`src/rtl/cdma_pkg.sv`:
```
`default_nettype none
package cdma_pkg;

  localparam int NUM_CHANNELS = 7;
  localparam int CH_IDX_W     = 3;
  localparam int RAM_BYTES    = 2097152;

  localparam int OP_W       = 3;
  localparam int ADDR_W     = 8;
  localparam int DATA_W     = 32;
  localparam int MEM_ADDR_W = 21;
  localparam int MEM_DATA_W = 24;
  localparam int BASE_W     = 24;
  localparam int CNT_W      = 16;
  localparam int LEFT_W     = 17;

  localparam logic [OP_W-1:0] OP_CH_WR   = 3'd0;
  localparam logic [OP_W-1:0] OP_CH_RD   = 3'd1;
  localparam logic [OP_W-1:0] OP_CTRL_WR = 3'd2;
  localparam logic [OP_W-1:0] OP_CTRL_RD = 3'd3;
  localparam logic [OP_W-1:0] OP_TICK    = 3'd4;

  localparam logic [3:0] OFF_BASE = 4'h0;
  localparam logic [3:0] OFF_BCR  = 4'h4;
  localparam logic [3:0] OFF_CHCR = 4'h8;

  localparam logic [1:0] SYNC_WORDS = 2'd0;
  localparam logic [1:0] SYNC_BLOCK = 2'd1;

  localparam logic [CH_IDX_W-1:0] CH_INSTANT = 3'd2;
  localparam logic [CH_IDX_W-1:0] CH_OTC     = 3'd6;

  localparam logic [MEM_DATA_W-1:0] LIST_END   = 24'hFFFFFF;
  localparam logic [BASE_W-1:0]     RAM_MASK   = BASE_W'(RAM_BYTES - 1);
  localparam logic [LEFT_W-1:0]     FULL_COUNT = 17'h10000;

  typedef struct packed {
    logic accept;
    logic access;
    logic list_tick;
    logic busy_nxt;
  } cdma_cmd_t;

  typedef struct packed {
    logic list_start;
    logic list_last;
  } cdma_sts_t;

endpackage
`default_nettype wire

```
`src/rtl/cdma_ctrl.sv`:
```
`default_nettype none
module cdma_ctrl
  import cdma_pkg::*;
(
  input  wire logic            clk,
  input  wire logic            rst_n,
  input  wire logic            in_valid,
  input  wire logic [OP_W-1:0] in_op,
  output logic                 in_ready,
  output logic                 out_valid,
  input  wire logic            out_ready,
  input  wire cdma_sts_t       sts,
  output cdma_cmd_t            cmd
);

  localparam logic ST_IDLE = 1'b0;
  localparam logic ST_LIST = 1'b1;

  logic state_r, state_nxt;
  logic out_valid_r, out_valid_nxt;
  logic accept;
  logic is_tick;

  assign in_ready  = !out_valid_r || out_ready;
  assign out_valid = out_valid_r;
  assign accept    = in_valid && in_ready;
  assign is_tick   = (in_op == OP_TICK);

  always_comb begin
    cmd.accept    = accept;
    cmd.access    = 1'b0;
    cmd.list_tick = 1'b0;
    state_nxt     = state_r;
    unique case (state_r)
      ST_IDLE: begin
        cmd.access = accept && !is_tick;
        if (cmd.access && sts.list_start) begin
          state_nxt = ST_LIST;
        end
      end
      ST_LIST: begin
        cmd.list_tick = accept && is_tick;
        if (cmd.list_tick && sts.list_last) begin
          state_nxt = ST_IDLE;
        end
      end
      default: state_nxt = ST_IDLE;
    endcase
    cmd.busy_nxt = (state_nxt == ST_LIST);
  end

  always_comb begin
    if (accept) begin
      out_valid_nxt = 1'b1;
    end else if (out_ready) begin
      out_valid_nxt = 1'b0;
    end else begin
      out_valid_nxt = out_valid_r;
    end
  end

  always_ff @(posedge clk) begin
    if (!rst_n) begin
      state_r     <= ST_IDLE;
      out_valid_r <= 1'b0;
    end else begin
      state_r     <= state_nxt;
      out_valid_r <= out_valid_nxt;
    end
  end

endmodule
`default_nettype wire

```
`config.mk`:
```
export PLATFORM = sky130hd
export DESIGN_NAME = cdma_ctrl
export DESIGN_NICKNAME = d
export VERILOG_FILES = /design/src/rtl/cdma_pkg.sv /design/src/rtl/cdma_ctrl.sv
export SDC_FILE = /design/constraint.sdc
export NUM_CORES = 1
export LEC_CHECK = 0
export BUFFER_PORTS_ARGS = -buffer_cell sky130_fd_sc_hd__buf_2
export CAP_MARGIN = 40
export CORE_AREA = 4 4 41 43
export CTS_BUF_LIST = sky130_fd_sc_hd__clkbuf_4
export CTS_CLUSTER_SIZE = 8
export DETAILED_ROUTE_END_ITERATION = 10
export DIE_AREA = 0 0 45 47
export MAX_ROUTING_LAYER = met4
export PLACE_DENSITY = 0.34
export SYNTH_ARGS = -nofsm -noshare
export SYNTH_HDL_FRONTEND = slang
export SYNTH_SLANG_ARGS = --single-unit
```
`constraint.sdc`:
```
create_clock -name clk -period 0.99 [get_ports clk]
set_input_delay 0.099 -clock clk [delete_from_list [all_inputs] [get_ports clk]]
set_output_delay 0.099 -clock clk [all_outputs]
set_load 0.05 [all_outputs]
```
# Word level (Yosys, flattened, before mapping)
# Cells that the tools add are included.
# totals
reg_bits	2
in_bits	9
out_inout_bits	6
word_cells	20
# op_classes
eq_ne	1
mux	7
bitwise_logic	1
reduce_logical	9
# op_table
operator	n
two-way mux 1 bit	6
logical AND 1 bit	5
== test 3 bit, second input constant	1
zero test 1 bit	2
one-hot mux 1 bit (2 select lines)	1
nonzero test 2 bit	1
logical OR 1 bit	1
inverter 1 bit	1

# Logic depth before layout (Yosys ltp)
# Gate-level depths: netlist of run 1.
# logic_depth
depth_word	7
depth_mapped	5
mapped_depth_nobuf	4

# Worst setup path before layout of run 1
# No wires, ideal clock.
# synth_timing
kind	reg2out
from	register out_valid_r, in the netlist out_valid
to	output port cmd[2] in the netlist's numbering
t_arrival_ns	1.712
required_time_ns	0.891
slack_ns	-0.821
path_stages_with_launch	5
path_buffers	0
path_cell_list	dfxtp_1 nor2b_4 inv_2 and2_4 nor3b_2
# synth_lines
element	line_no	text
from (decl)	cdma_ctrl.sv:20	logic out_valid_r, out_valid_nxt;
from (signal assigned)	cdma_ctrl.sv:68	out_valid_r <= out_valid_nxt;
to (decl)	cdma_ctrl.sv:13	output cdma_cmd_t cmd

==> impl_metrics.json, run 1 <==
{
  "synth_compound_area_share_pct": 14.4,
  "synthMuxAreaShare_pct": 0,
  "path_cells": "nor2b_4, o21ai_0, o21ai_1, buf_6",
  "detail-route-antenna-nets": 0,
  "hold_path_class": "in2reg",
  "overflow": 0,
  "ys_seq_elements": 2,
  "whs_ns": 0.113,
  "synth_cells": 19,
  "start_util_pct": 12.0,
  "critPathCaptureType": "output pin",
  "rsz0062_at_grt": "yes",
  "grt_usage_pct": 7.33,
  "grt_max_degree": 5,
  "grt_pass1_wl_microns": 938,
  "status": "finished with violations",
  "slowest_stage": "dfxtp_4",
  "io_pins": 15,
  "synth.avg_cell_area_sq_um": 8.23,
  "fp.dieArea_sq_um": 2120,
  "synth_cell_types": 14,
  "final_cells": 52,
  "dp_cells": 46,
  "via_count": 196,
  "critPathLaunchType": "flip-flop",
  "fmax_mhz": 746,
  "p_leak_nw": 0.159,
  "synth_nets": 28,
  "fin_worst_skew_ns": 0.00683,
  "die_y_microns": 47,
  "crit_fanout": 3,
  "grt_pass1_vias": 244,
  "ir_drop_mv": 0.527,
  "drtIter0Drc": 0,
  "finalHoldViolations": 0,
  "synth.area.top_cells": "dfxtp_1 26%, nor3b_2 16%, buf_4 9.6%",
  "routed_via_density": 3.77,
  "synth_top_cell_area_share_pct": 25.6,
  "synth_simple_gate_area_share_pct": 45.6,
  "area_growth_pct": 118,
  "worst_pin_slew_ns": 0.375,
  "fp-row-count": 13,
  "synth_warnings": 0,
  "hpwl_microns": 383,
  "p_total_mw": 0.538,
  "wl_per_cell_microns": 9.96,
  "setup_tns_ns": -1.51,
  "clk_pin_slew_ns": 0.03,
  "nets": 47,
  "worst_path_dominant_cell_family": "compound AO/OA/AOI/OAI gates",
  "finalCriticalPeriod_ns": 1.34,
  "synth_top_family_by_area": "simple AND/OR/NAND/NOR gates",
  "max_stage_delay_ns": 0.33,
  "n_antenna_cell": 0,
  "yosys.area.top_type": "dfxtp_1",
  "first_pass_iters": 1,
  "min_period_over_period_pct": 135,
  "path_buf_inv": 1,
  "cts_hold_buffers": 0,
  "drv_slew": 0,
  "drc": 0,
  "worstPathArrival_ns": 1.24,
  "gp_congestion": 0.678,
  "antenna_found_initial": 0,
  "ys_seq_area_share_pct": 25.6,
  "synth_xor_area_share_pct": 0,
  "core-area_sq_um": 1300,
  "wl_microns": 518,
  "synth.cell_area_sq_um": 156,
  "timing.reg2reg.setup_slack_ns": 0.02,
  "cts_buffer_depth": 2,
  "worst_slack_ns": -0.351,
  "clock_latency_ns": 0.23,
  "slew_headroom_pct": 74.9,
  "cts_buffers": 3,
  "cts.sink_count": 2,
  "cp.required_ns": 0.89,
  "violations": "negative setup slack",
  "final_layout_size_suffix_gt1_share_pct": 75.7,
  "critical_path_class": "reg2out",
  "cts_tree": "built",
  "clockRootBuffer": "clkbuf_4",
  "maxCapViolCount": 0,
  "powerDensity_nw_per_um2": 1580,
  "post-route-util_pct": 26.2,
  "synth_adder_area_share_pct": 0,
  "setup_viol": 5,
  "portBuffers": 14,
  "fp.dieW_microns": 45,
  "h-tree-depth": 1
}
-- through the flow --
step	setup WS [ns]	area [sq um]
2_1_floorplan	-0.400	173
4_1_cts	-0.355	340
6_report	-0.351	340
5_1_grt	-0.415	340
3_5_place_dp	-0.174	246
3_3_place_gp	-0.169	246
-- cells by family after synthesis --
| kind of cell | Yosys count |
|---|---|
| and+or+nand+nor | 9 |
| AOI/OAI and AO/OA | 4 |
| buffers and inverters | 4 |
| DFF | 2 |
-- timing repair --
action	in CTS	in global routing
gates resized for setup	15	0
buffers inserted	2	0
pin swaps	0	0
setup endpoints to repair	5	6
-- state kept, by name, indices dropped and copies added (netlist names) --
register	count
state_r	1
out_valid	1
-- layer usage --
metal  wire (microns)  global-route usage, %
met2              241                   11.3
met1              181                   5.90
met5                0                      -
met3               62                   1.15
met4               33                   12.3
-- worst paths after layout --
kind | start | depth (start not counted) | to
min | rst_n | 3 | out_valid
max reg2reg | out_valid | 3 | state_r
max | out_valid | 4 | cmd[0]
min reg2reg | out_valid | 3 | out_valid
-- report_power, final --
part / switching (mW) / internal (mW) / leakage [nW]
clock network: 0.0552 / 0.177 / 0.0184
registers: 0.0110 / 0.0893 / 0.0173
logic: 0.119 / 0.0853 / 0.123
-- tightest hold or removal path, stage by stage --
cell and delay, ns:
buf_2 0.11, inv_1 0.06, nor2_1 0.04
-- cell usage after synthesis, drive strengths merged --
cell type,n
nand2b,1
nor2,2
o22ai,1
and2,1
a31oi,1
dfxtp,2
nor2b,1
inv,2
and3,1
nor3b,2
o21ai,2
nand2,1
buf,2
-- placed cells by master, fill, tap and decap left out --
| cell type | count |
|---|---|
| buf_2 | 9 |
| clkbuf_4 | 4 |
| buf_6 | 3 |
| nor2_1 | 2 |
| buf_8 | 2 |
| buf_4 | 2 |
| nor2b_4 | 1 |
| inv_6 | 1 |
| and2_4 | 1 |
| a31oi_2 | 1 |
| nor3b_2 | 1 |
| nand2_1 | 1 |
| o21ai_0 | 1 |
| o21ai_1 | 1 |
| nor3b_4 | 1 |
| and3_4 | 1 |
| inv_1 | 1 |
| nand2b_1 | 1 |
| o22ai_1 | 1 |
| dfxtp_4 | 1 |
| dfxtp_1 | 1 |
-- cell type report --
| cell class | count | area (sq um) |
|---|---|---|
| clock buffers | 4 | 30.0 |
| well taps | 15 | 18.8 |
| repair buffers | 16 | 124 |
| multi-input cells | 13 | 111 |
| flip-flops and latches | 2 | 43.8 |
| inverters | 2 | 12.5 |
| fillers | 149 | 961 |
No activity file was read; power rests on OpenSTA's default activity.
==> run 2, diff against run 1 <==
CORE_AREA = 2 2 39 41   (was 4 4 41 43)
DIE_AREA = 0 0 41 43   (was 0 0 45 47)
==> impl_metrics.json, run 2 (synthesis gave the netlist of run 1 again) <==
{
  "status": "finished with violations",
  "violations": "negative setup slack",
  "worst_pin_slew_ns": 0.271,
  "powerDensity_nw_per_um2": 1580,
  "slowest_stage": "dfxtp_4",
  "cts_hold_buffers": 0,
  "drtIter0Drc": 4,
  "critPathCaptureType": "output pin",
  "n_antenna_cell": 0,
  "rsz0062_at_grt": "yes",
  "io_pins": 15,
  "h-tree-depth": 1,
  "clock_latency_ns": 0.24,
  "path_cells": "nor2b_4, o21ai_0, o21ai_1, buf_6",
  "cp.required_ns": 0.89,
  "critical_path_class": "reg2out",
  "placed_cell_area_sq_um": 263,
  "grt_usage_pct": 6.57,
  "cts_buffer_depth": 2,
  "clockRootBuffer": "clkbuf_4",
  "fmax_mhz": 741,
  "fp-row-count": 14,
  "max_stage_delay_ns": 0.33,
  "min_period_over_period_pct": 136,
  "final_layout_size_suffix_gt1_share_pct": 76.3,
  "fp.dieArea_sq_um": 1760,
  "wl_per_cell_microns": 8.91,
  "area_growth_pct": 119,
  "antenna_found_initial": 0,
  "post-route-util_pct": 24.8,
  "worstPathArrival_ns": 1.25,
  "start_util_pct": 11.3,
  "layout_commonest_cell": "buf_2",
  "finalInstanceArea_sq_um": 343,
  "drc": 0,
  "finalHoldViolations": 0,
  "ir_drop_mv": 0.598,
  "setup_viol": 5,
  "cts.sink_count": 2,
  "p_leak_nw": 0.163,
  "timing.reg2reg.setup_slack_ns": 0.05,
  "critPathLaunchType": "flip-flop",
  "portBuffers": 14,
  "nets": 48,
  "final_cell_mix": "10 x buf_2, 4 x clkbuf_4, 3 x buf_4",
  "drv_slew": 0,
  "worst_slack_ns": -0.359,
  "grt_pass1_wl_microns": 676,
  "crit_fanout": 3,
  "fin_worst_skew_ns": 0.0140,
  "slew_headroom_pct": 81.8,
  "routed_via_density": 3.63,
  "cts_buffers": 3,
  "detail-route-antenna-nets": 0,
  "grt_max_degree": 5,
  "place_ws_ns": -0.177,
  "hold_path_class": "in2reg",
  "die_y_microns": 43,
  "overflow": 0,
  "finalCriticalPeriod_ns": 1.35,
  "p_total_mw": 0.543,
  "wl_microns": 481,
  "core-area_sq_um": 1380,
  "fp.dieW_microns": 41,
  "cts_tree": "built",
  "maxCapViolCount": 0,
  "via_count": 196,
  "grt_pass1_vias": 168,
  "clk_pin_slew_ns": 0.04,
  "first_pass_iters": 4,
  "gp_congestion": 0.592
}
==> run 2: worst paths after layout <==
kind         cells past startpoint        end      start
min reg2reg                      2    state_r    state_r
max                              4     cmd[0]  out_valid
min                              3  out_valid      rst_n
max reg2reg                      3    state_r  out_valid
==> run 2: layout make-up <==
cell class,instances,area [sq um]
Fill cell,152,1040
Sequential cell,2,43.8
Timing Repair Buffer,17,125
Clock buffer,4,30.0
Multi-Input combinational cell,13,111
Inverter,2,12.5
Tap cell,16,20.0
==> run 2: metal layers <==
layer	up-vias	global-route usage, %	routed length (microns)
met3	2	4.19	95
met4	0	8.00	4
met1	79	7.35	208
met2	15	6.56	172
met5	-	-	0
li1	100	-	-
==> run 2: per-stage QoR <==
step	hold slack, ns	instances	TNS [ns]
6_report	0.124	54	-1.49
5_1_grt	0.123	54	-1.76
4_1_cts	0.111	54	-1.55
3_5_place_dp	0.359	49	-0.518
3_3_place_gp	0.366	49	-0.470
2_1_floorplan	0.218	19	-1.19
==> run 2: timing repair <==
| action | CTS | global route |
|---|---|---|
| endpoints found under the setup margin | 5 | 5 |
| pin swaps | 0 | 1 |
| setup buffers | 1 | 0 |
| resized for setup | 13 | 0 |
==> run 2: power by group <==
| group | switching, mW | internal [mW] |
|---|---|---|
| Clock | 0.0598 | 0.178 |
| Sequential | 0.00819 | 0.0892 |
| Combinational | 0.122 | 0.0865 |
==> run 2: critical path, delay by kind of cell (launching register included) <==
kind                   cells  cell delay (ns)
AOI/OAI and AO/OA          2             0.37
buffers and inverters      1             0.17
DFF                        1             0.33
and+or+nand+nor            1             0.14
