===== src/rtl/cdma_pkg.sv =====
`default_nettype none
package cdma_pkg;

  localparam int NUM_CHANNELS = 7;
  localparam int CH_IDX_W     = 3;
  localparam int RAM_BYTES    = 2097152;

  localparam int OP_W       = 3;
  localparam int ADDR_W     = 8;
  localparam int DATA_W     = 32;
  localparam int MEM_ADDR_W = 21;
  localparam int MEM_DATA_W = 24;
  localparam int BASE_W     = 24;
  localparam int CNT_W      = 16;
  localparam int LEFT_W     = 17;

  localparam logic [OP_W-1:0] OP_CH_WR   = 3'd0;
  localparam logic [OP_W-1:0] OP_CH_RD   = 3'd1;
  localparam logic [OP_W-1:0] OP_CTRL_WR = 3'd2;
  localparam logic [OP_W-1:0] OP_CTRL_RD = 3'd3;
  localparam logic [OP_W-1:0] OP_TICK    = 3'd4;

  localparam logic [3:0] OFF_BASE = 4'h0;
  localparam logic [3:0] OFF_BCR  = 4'h4;
  localparam logic [3:0] OFF_CHCR = 4'h8;

  localparam logic [1:0] SYNC_WORDS = 2'd0;
  localparam logic [1:0] SYNC_BLOCK = 2'd1;

  localparam logic [CH_IDX_W-1:0] CH_INSTANT = 3'd2;
  localparam logic [CH_IDX_W-1:0] CH_OTC     = 3'd6;

  localparam logic [MEM_DATA_W-1:0] LIST_END   = 24'hFFFFFF;
  localparam logic [BASE_W-1:0]     RAM_MASK   = BASE_W'(RAM_BYTES - 1);
  localparam logic [LEFT_W-1:0]     FULL_COUNT = 17'h10000;

  typedef struct packed {
    logic accept;
    logic access;
    logic list_tick;
    logic busy_nxt;
  } cdma_cmd_t;

  typedef struct packed {
    logic list_start;
    logic list_last;
  } cdma_sts_t;

endpackage
`default_nettype wire


===== src/rtl/cdma_dp.sv =====
`default_nettype none
module cdma_dp
  import cdma_pkg::*;
#(
  parameter int RAM_BYTES = cdma_pkg::RAM_BYTES
)
(
  input  wire logic                  clk,
  input  wire logic                  rst_n,
  input  wire cdma_cmd_t             cmd,
  output cdma_sts_t                  sts,
  input  wire logic [OP_W-1:0]       in_op,
  input  wire logic [ADDR_W-1:0]     in_reg_addr,
  input  wire logic [DATA_W-1:0]     in_wdata,
  output logic [DATA_W-1:0]          out_rdata,
  output logic                       out_mem_we,
  output logic [MEM_ADDR_W-1:0]      out_mem_addr,
  output logic [MEM_DATA_W-1:0]      out_mem_data,
  output logic                       out_irq,
  output logic                       out_busy_res
);

  localparam logic [BASE_W-1:0] ADDR_MASK = BASE_W'(RAM_BYTES - 1);

  logic [NUM_CHANNELS-1:0] en_r;
  logic [DATA_W-1:0]       ctrl_word_r;
  logic [BASE_W-1:0]       base_r  [NUM_CHANNELS];
  logic [CNT_W-1:0]        bamt_r  [NUM_CHANNELS];
  logic [CNT_W-1:0]        bsize_r [NUM_CHANNELS];
  logic [CNT_W-1:0]        wcnt_r  [NUM_CHANNELS];
  logic [NUM_CHANNELS-1:0] dir_r;
  logic [NUM_CHANNELS-1:0] step_r;
  logic [1:0]              sync_r  [NUM_CHANNELS];
  logic [NUM_CHANNELS-1:0] start_r;
  logic [NUM_CHANNELS-1:0] trig_r;
  logic [LEFT_W-1:0]       words_left_r;

  logic [DATA_W-1:0]       rdata_r;
  logic                    mem_we_r;
  logic [MEM_ADDR_W-1:0]   mem_addr_r;
  logic [MEM_DATA_W-1:0]   mem_data_r;
  logic                    irq_r;
  logic                    busy_r;

  logic [CH_IDX_W-1:0]     ch;
  logic [3:0]              off;
  logic                    ch_ok;
  logic                    chcr_wr;
  logic                    fire;
  logic [BASE_W-1:0]       otc_base;
  logic [BASE_W-1:0]       otc_prev;
  logic [DATA_W-1:0]       rdata_c;
  logic [DATA_W-1:0]       ch_rd;

  assign ch       = in_reg_addr[6:4];
  assign off      = in_reg_addr[3:0];
  assign ch_ok    = in_reg_addr[7] && (32'(ch) < NUM_CHANNELS);
  assign chcr_wr  = (in_op == OP_CH_WR) && ch_ok && (off == OFF_CHCR);
  assign fire     = chcr_wr && en_r[ch] && in_wdata[24]
                    && ((ch == CH_INSTANT) || (ch == CH_OTC));
  assign otc_base = base_r[CH_OTC];
  assign otc_prev = otc_base - BASE_W'(4);

  assign sts.list_start = chcr_wr && (ch == CH_OTC) && en_r[CH_OTC] && in_wdata[24];
  assign sts.list_last  = (words_left_r <= LEFT_W'(1));

  always_comb begin
    ch_rd = '0;
    if (ch_ok) begin
      unique case (off)
        OFF_BASE: ch_rd = {8'd0, base_r[ch]};
        OFF_BCR: begin
          if (sync_r[ch] == SYNC_WORDS) begin
            ch_rd = {16'd0, wcnt_r[ch]};
          end else if (sync_r[ch] == SYNC_BLOCK) begin
            ch_rd = {bamt_r[ch], bsize_r[ch]};
          end
        end
        OFF_CHCR: ch_rd = {3'd0, trig_r[ch], 3'd0, start_r[ch], 13'd0, sync_r[ch],
                           7'd0, step_r[ch], dir_r[ch]};
        default: ch_rd = '0;
      endcase
    end
  end

  always_comb begin
    rdata_c = '0;
    if (cmd.access) begin
      if (in_op == OP_CH_RD) begin
        rdata_c = ch_rd;
      end else if (in_op == OP_CTRL_RD) begin
        rdata_c = ctrl_word_r;
      end
    end
  end

  always_ff @(posedge clk) begin
    if (!rst_n) begin
      en_r         <= '0;
      ctrl_word_r  <= '0;
      dir_r        <= '0;
      step_r       <= '0;
      start_r      <= '0;
      trig_r       <= '0;
      words_left_r <= '0;
      for (int k = 0; k < NUM_CHANNELS; k++) begin
        base_r[k]  <= '0;
        bamt_r[k]  <= '0;
        bsize_r[k] <= '0;
        wcnt_r[k]  <= '0;
        sync_r[k]  <= '0;
      end
    end else begin
      if (cmd.list_tick) begin
        base_r[CH_OTC] <= otc_prev;
        wcnt_r[CH_OTC] <= wcnt_r[CH_OTC] - CNT_W'(1);
        words_left_r   <= sts.list_last ? '0 : words_left_r - LEFT_W'(1);
      end
      if (cmd.access) begin
        unique case (in_op)
          OP_CH_WR: begin
            if (ch_ok) begin
              unique case (off)
                OFF_BASE: base_r[ch] <= in_wdata[BASE_W-1:0];
                OFF_BCR: begin
                  bamt_r[ch]  <= in_wdata[31:16];
                  bsize_r[ch] <= in_wdata[15:0];
                  wcnt_r[ch]  <= in_wdata[15:0];
                end
                OFF_CHCR: begin
                  dir_r[ch]   <= in_wdata[0];
                  step_r[ch]  <= in_wdata[1];
                  sync_r[ch]  <= in_wdata[10:9];
                  start_r[ch] <= in_wdata[24] && !fire;
                  trig_r[ch]  <= in_wdata[28] && !fire;
                  if (sts.list_start) begin
                    words_left_r <= (wcnt_r[CH_OTC] == '0) ? FULL_COUNT
                                                           : {1'b0, wcnt_r[CH_OTC]};
                  end
                end
                default: ;
              endcase
            end
          end
          OP_CTRL_WR: begin
            ctrl_word_r <= in_wdata;
            for (int k = 0; k < NUM_CHANNELS; k++) begin
              en_r[k] <= in_wdata[3 + 4 * k];
            end
          end
          default: ;
        endcase
      end
    end
  end

  always_ff @(posedge clk) begin
    if (cmd.accept) begin
      rdata_r    <= rdata_c;
      mem_we_r   <= cmd.list_tick;
      mem_addr_r <= cmd.list_tick ? MEM_ADDR_W'(otc_base & ADDR_MASK & ~BASE_W'(3)) : '0;
      mem_data_r <= !cmd.list_tick ? '0 : (sts.list_last ? LIST_END : otc_prev);
      irq_r      <= cmd.access && fire;
      busy_r     <= cmd.busy_nxt;
    end
  end

  assign out_rdata    = rdata_r;
  assign out_mem_we   = mem_we_r;
  assign out_mem_addr = mem_addr_r;
  assign out_mem_data = mem_data_r;
  assign out_irq      = irq_r;
  assign out_busy_res = busy_r;

endmodule
`default_nettype wire


===== config.mk =====
export PLATFORM = sky130hd
export DESIGN_NAME = cdma_dp
export DESIGN_NICKNAME = d
export VERILOG_FILES = /design/src/rtl/cdma_pkg.sv /design/src/rtl/cdma_dp.sv
export SDC_FILE = /design/constraint.sdc
export NUM_CORES = 1
export LEC_CHECK = 0
export BUFFER_PORTS_ARGS = -buffer_cell sky130_fd_sc_hd__buf_2
export CAP_MARGIN = 10
export CORE_MARGIN = 3
export CORE_UTILIZATION = 25
export CTS_BUF_LIST = sky130_fd_sc_hd__clkbuf_16
export DETAILED_ROUTE_END_ITERATION = 10
export GPL_ROUTABILITY_DRIVEN = 1
export HOLD_SLACK_MARGIN = 0.05
export PLACE_DENSITY = 0.42
export SYNTH_ARGS = -nofsm -noshare
export SYNTH_HDL_FRONTEND = slang
export SYNTH_SLANG_ARGS = --single-unit

===== constraint.sdc =====
create_clock -name clk -period 9.4 [get_ports clk]
set_clock_uncertainty 0.1 [all_clocks]
set_input_delay 0.94 -clock clk [delete_from_list [all_inputs] [get_ports clk]]
set_output_delay 0.94 -clock clk [all_outputs]
set_load 0.05 [all_outputs]

* After elaboration in Yosys (flattened, before gate mapping)
Memories as Yosys holds them, arrays and structs flattened. Index checks and enable logic that the tools add are counted.
Storage, ports and cells: register bits after elaboration 164, memory bits (writable) 518, output and inout bits 82, word-level logic and storage cells 140, memories 5
Memory list:
- base_r | words 7, width 24, read ports 2, clocked after memory_dff 0, wr ports 7, line cdma_dp.sv:27 | logic [BASE_W-1:0] base_r [NUM_CHANNELS];
- bamt_r | words 7, width 16, read ports 1, clocked after memory_dff 0, wr ports 7, line cdma_dp.sv:28 | logic [CNT_W-1:0] bamt_r [NUM_CHANNELS];
- bsize_r | words 7, width 16, read ports 1, clocked after memory_dff 0, wr ports 7, line cdma_dp.sv:29 | logic [CNT_W-1:0] bsize_r [NUM_CHANNELS];
- wcnt_r | words 7, width 16, read ports 2, clocked after memory_dff 0, wr ports 7, line cdma_dp.sv:30 | logic [CNT_W-1:0] wcnt_r [NUM_CHANNELS];
- sync_r | words 7, width 2, read ports 1, clocked after memory_dff 0, wr ports 7, line cdma_dp.sv:33 | logic [1:0] sync_r [NUM_CHANNELS];
Operators by class: add/subtract/negate cells 3, magnitude comparators 4, equal/unequal tests 10, muxes and demuxes 70, bitwise gates (word level) 8, reductions and logical operators 26
Operator list (count):
- two-way mux 32 bit | 5
- two-way mux 17 bit | 8
- one-hot mux 32 bit (3 select lines) | 1
- two-way mux 24 bit | 3
- two-way mux 16 bit | 4
- OR reduction 16 bit | 3
- two-way mux 1 bit | 33
- bitwise mux 7 bit | 4
- OR reduction 24 bit | 1
- subtractor 24 x 3 -> 24 bit (second input constant) | 1
- less-or-equal comparator 17 x 1 -> 1 bit (second input constant) | 1
- subtractor 17 x 1 -> 17 bit (second input constant) | 1
- zero test 16 bit | 1
- subtractor 16 x 1 -> 16 bit (second input constant) | 1
- binary-select mux 1 bit (select 3 bit) | 5
- two-way mux 3 bit | 5
- logical AND 1 bit | 13
- == test 3 x 2 -> 1 bit (second input constant) | 3
- == test 3 bit (first input constant) | 2
- bitwise AND 1 bit | 4
- == test 4 x 3 -> 1 bit (second input constant) | 1
- == test 4 bit (second input constant) | 1
- zero test 4 bit | 1
- < comparator 3 x 4 -> 1 bit (second input constant) | 1
- 16 further kinds | 18

* Logic depth before layout (Yosys ltp)
word-level depth 12, depth in mapped cells 10, depth with buffers taken out 8

* Worst setup path before layout
Ideal clock, no wire load.
path kind input -> register, start point input in_reg_addr[4], end point memory bamt_r[2][0] (enable), setup time 0.466 ns, arrival time 4.392 ns, setup slack 4.442 ns, stages 7, buffers on the path 4, cell sequence buf_2 nor2b_1 clkbuf_1 clkbuf_1 nand2_1 clkbuf_1 o21ai_0
RTL lines:
- start: declaration | line cdma_dp.sv:13 | input wire logic [ADDR_W-1:0] in_reg_addr,
- end: declaration | line cdma_dp.sv:28

==> impl_metrics.json <==
{
  "outcome": "finished, final reports clean",
  "stdcell_area_um2": 32700,
  "grt_overflow_total": 0,
  "min_period_ns": 4.644,
  "cp.arrival_ns": 3.60,
  "root_buffer": "clkbuf_16",
  "pwr-share-comb_pct": 14.8,
  "post-route-worst-setup-slack_ns": 4.756,
  "drv_slew": 0,
  "ff_latch_area_um2": 17780,
  "n_antenna_cell": 0,
  "io-pin-count": 131,
  "startpoint_type": "primary input",
  "synth-edff-count": 518,
  "critical-path-top-delay-family": "buffers and inverters",
  "gp_congestion": 0.8305,
  "slew_headroom_pct": 16.96,
  "finalSetupViolCount": 0,
  "hp-class": "reg -> reg",
  "synth_top_cell_area_share_pct": 55.63,
  "yosysTopAreaCell": "edfxtp_1",
  "cp_cell_sequence": "buf_4 -> buf_4 -> buf_4 -> nand3_1 -> nor2_1 -> buf_2",
  "ctsResizeCount": 0,
  "cts_tree": "yes",
  "core_area_um2": 110800,
  "cts_max_level": 3,
  "criticalPathCategory": "in -> out",
  "clk_path_buf_depth": 3,
  "drtIter0Drc": 2062,
  "port-buffer-count": 128,
  "grt_pass1_vias": 19640,
  "peakVddDrop_mv": 0.1129,
  "synth.area.top_cells": "edfxtp_1 56%, dfxtp_1 7.9%, nor2_1 5.0%, nand2_1 4.3%, mux4_2 2.7%",
  "powerDensity_nw_per_um2": 216.3,
  "synthToLayoutAreaGrowth_pct": 16.95,
  "ys_seq_area_share_pct": 63.58,
  "async_flop_share_pct": 0,
  "nNetsFinal": 2572,
  "ys_ff_latch": 629,
  "clock_latency_ns": 0.64,
  "clk_pin_slew_ns": 0.05,
  "grt_pass1_wl_mm": 144.0,
  "drc": 0,
  "fmax_mhz": 215.3,
  "cp_slowest_stage_delay_ns": 0.71,
  "slowest_stage": "buf_4",
  "drive_above_1_share_pct": 15.66,
  "place_hpwl_mm": 66.78,
  "period_share_pct": 49.41,
  "crit_top_cell": "buf_4",
  "p_sw_share_pct": 28.64,
  "required_ns": 8.36,
  "die_area_um2": 115900,
  "firstDrtPassIters": 7,
  "setup.worst_path.end_class": "output pin",
  "yosys_warnings": 0,
  "cts_buffers": 75,
  "preCtsSetupSlack_ns": 4.363,
  "placed_area_um2": 30460,
  "final_cell_mix": "518 x edfxtp_1, 370 x nor2_1, 313 x nand2_1, 123 x buf_2, 122 x o21ai_0",
  "start_util_pct": 25.23,
  "ys_types": 72,
  "syn_inst": 2382,
  "drv_cap": 0,
  "syn_avg_cell_area_um2": 11.74,
  "p_clk_share_pct": 38.4,
  "cts_hold_buffers": 0,
  "multi_input_area_um2": 9520,
  "vias_per_cell": 4.925,
  "cp_max_fo": 49,
  "tightest_slew_ns": 1.243,
  "cts_setup_buffers": 0,
  "hold_viol_final": 0,
  "vias": 20030,
  "antenna_found_initial": 1,
  "hold_slack_ns": 0.3582,
  "die_y_um": 340.4,
  "wl_per_cell_um": 24.92,
  "drt_wl_total_mm": 101.4,
  "layout_commonest_cell": "edfxtp_1",
  "switchingPower_w": 0.002026,
  "fillers": 11530,
  "fp.dieW_um": 340.4,
  "path_buf_inv": 4,
  "p_leak_nw": 11.45,
  "syn-cell-area_um2": 27960,
  "grt_usage_pct": 17.10,
  "p_seq_share_pct": 46.9,
  "synth-main-ff-cell": "edfxtp_1",
  "grt_max_degree": 72,
  "finalSetupTns_ns": 0,
  "rsz0062_at_grt": "false",
  "rows": 122,
  "clock-sinks": 629,
  "ant_nets": 0,
  "internal_power_w": 0.005048
}
-- routing by layer --
layer	track usage, %	part of all wire (%)
met5	0	0.013
met4	4.942	2.8
met3	4.080	7.9
met2	26.14	44
met1	24.05	45
-- cell usage after synthesis (all sizes together), types with 33 or more instances --
cell type and number:
a221oi 45, o21ai 137, nand2 318, mux2i 61, mux4 33, a21boi 74
a21oi 40, nor2 373, clkbuf 105, mux2 45, edfxtp 518, o22ai 65
dfxtp 111, inv 70, a22oi 35, buf 65
-- path summary, 6_finish.rpt --
check | startpoint | to | slack [ns] | cells past startpoint
worst max register to register | sync_r[7][0] | out_rdata[15] | 6.19 | 6
worst min register to register | bsize_r[6][12] | bsize_r[6][12] | 0.36 | 2
worst max-delay path | in_reg_addr[6] | sts[1] | 4.76 | 6
worst min-delay path | bsize_r[6][12] | bsize_r[6][12] | 0.36 | 2
-- area by class of cell --
| cell class | count | share of cell area [%] |
|---|---|---|
| multi-input combinational | 1565 | 29.11 |
| tap | 1488 | 5.693 |
| clock inverter | 62 | 1.052 |
| clock buffer | 76 | 5.816 |
| timing repair buffer | 177 | 3.134 |
| inverter | 71 | 0.8303 |
| sequential | 629 | 54.36 |
-- power groups by stage --
stage	clock [W]	combinational [W]	sequential [W]
4_1_cts	0.00277	0.00106	0.00332
3_3_place_gp	0	0.00105	0.00337
5_1_grt	0.00288	0.00113	0.00334
2_1_floorplan	0	0.000576	0.00349
6_report	0.00271	0.00105	0.00332
3_5_place_dp	0	0.00106	0.00337
-- registers in the layout, indices dropped and copies added, names as in the netlist --
register and count:
trig_r 7, base_r 192, bamt_r 128, out_mem_we 1, sync_r 16, out_mem_addr 19
out_irq 1, out_busy_res 1, out_mem_data 24, en_r 6, out_rdata 32, dir_r 7
ctrl_word_r 26, words_left_r 17, start_r 7, wcnt_r 96, bsize_r 42, step_r 7
-- cells by family (layout without fill, tap and decap cells) --
group | Yosys count | in the layout | share of synthesized area (%)
and+or+nand+nor | 845 | 845 | 13.03
DFF | 629 | 629 | 63.58
AOI/OAI and AO/OA | 478 | 478 | 11.47
buffers and inverters | 241 | 386 | 3.620
muxes | 139 | 139 | 6.699
xor gates and xnor gates | 45 | 45 | 1.409
adders and majority gates | 4 | 4 | 0.1790
other | 1 | 54 | 0.01341
-- worst min-delay path, delay by kind of cell, from the launching register on --
kind	cells	cell delay (ns)
flops	1	0.31
compound gates	1	0.06
simple gates	1	0.05
-- through the flow --
| stage | instances | power [W] | utilization, % |
|---|---|---|---|
| 3_3_place_gp | 3929 | 0.004417 | 27.47 |
| 2_1_floorplan | 2435 | 0.004062 | - |
| 5_1_grt | 4068 | 0.007355 | 29.51 |
| 3_5_place_dp | 3930 | 0.004432 | 27.48 |
| 6_report | 4068 | 0.007075 | 29.51 |
| 4_1_cts | 4068 | 0.007150 | 29.51 |
(Power assumes the default switching activity.)
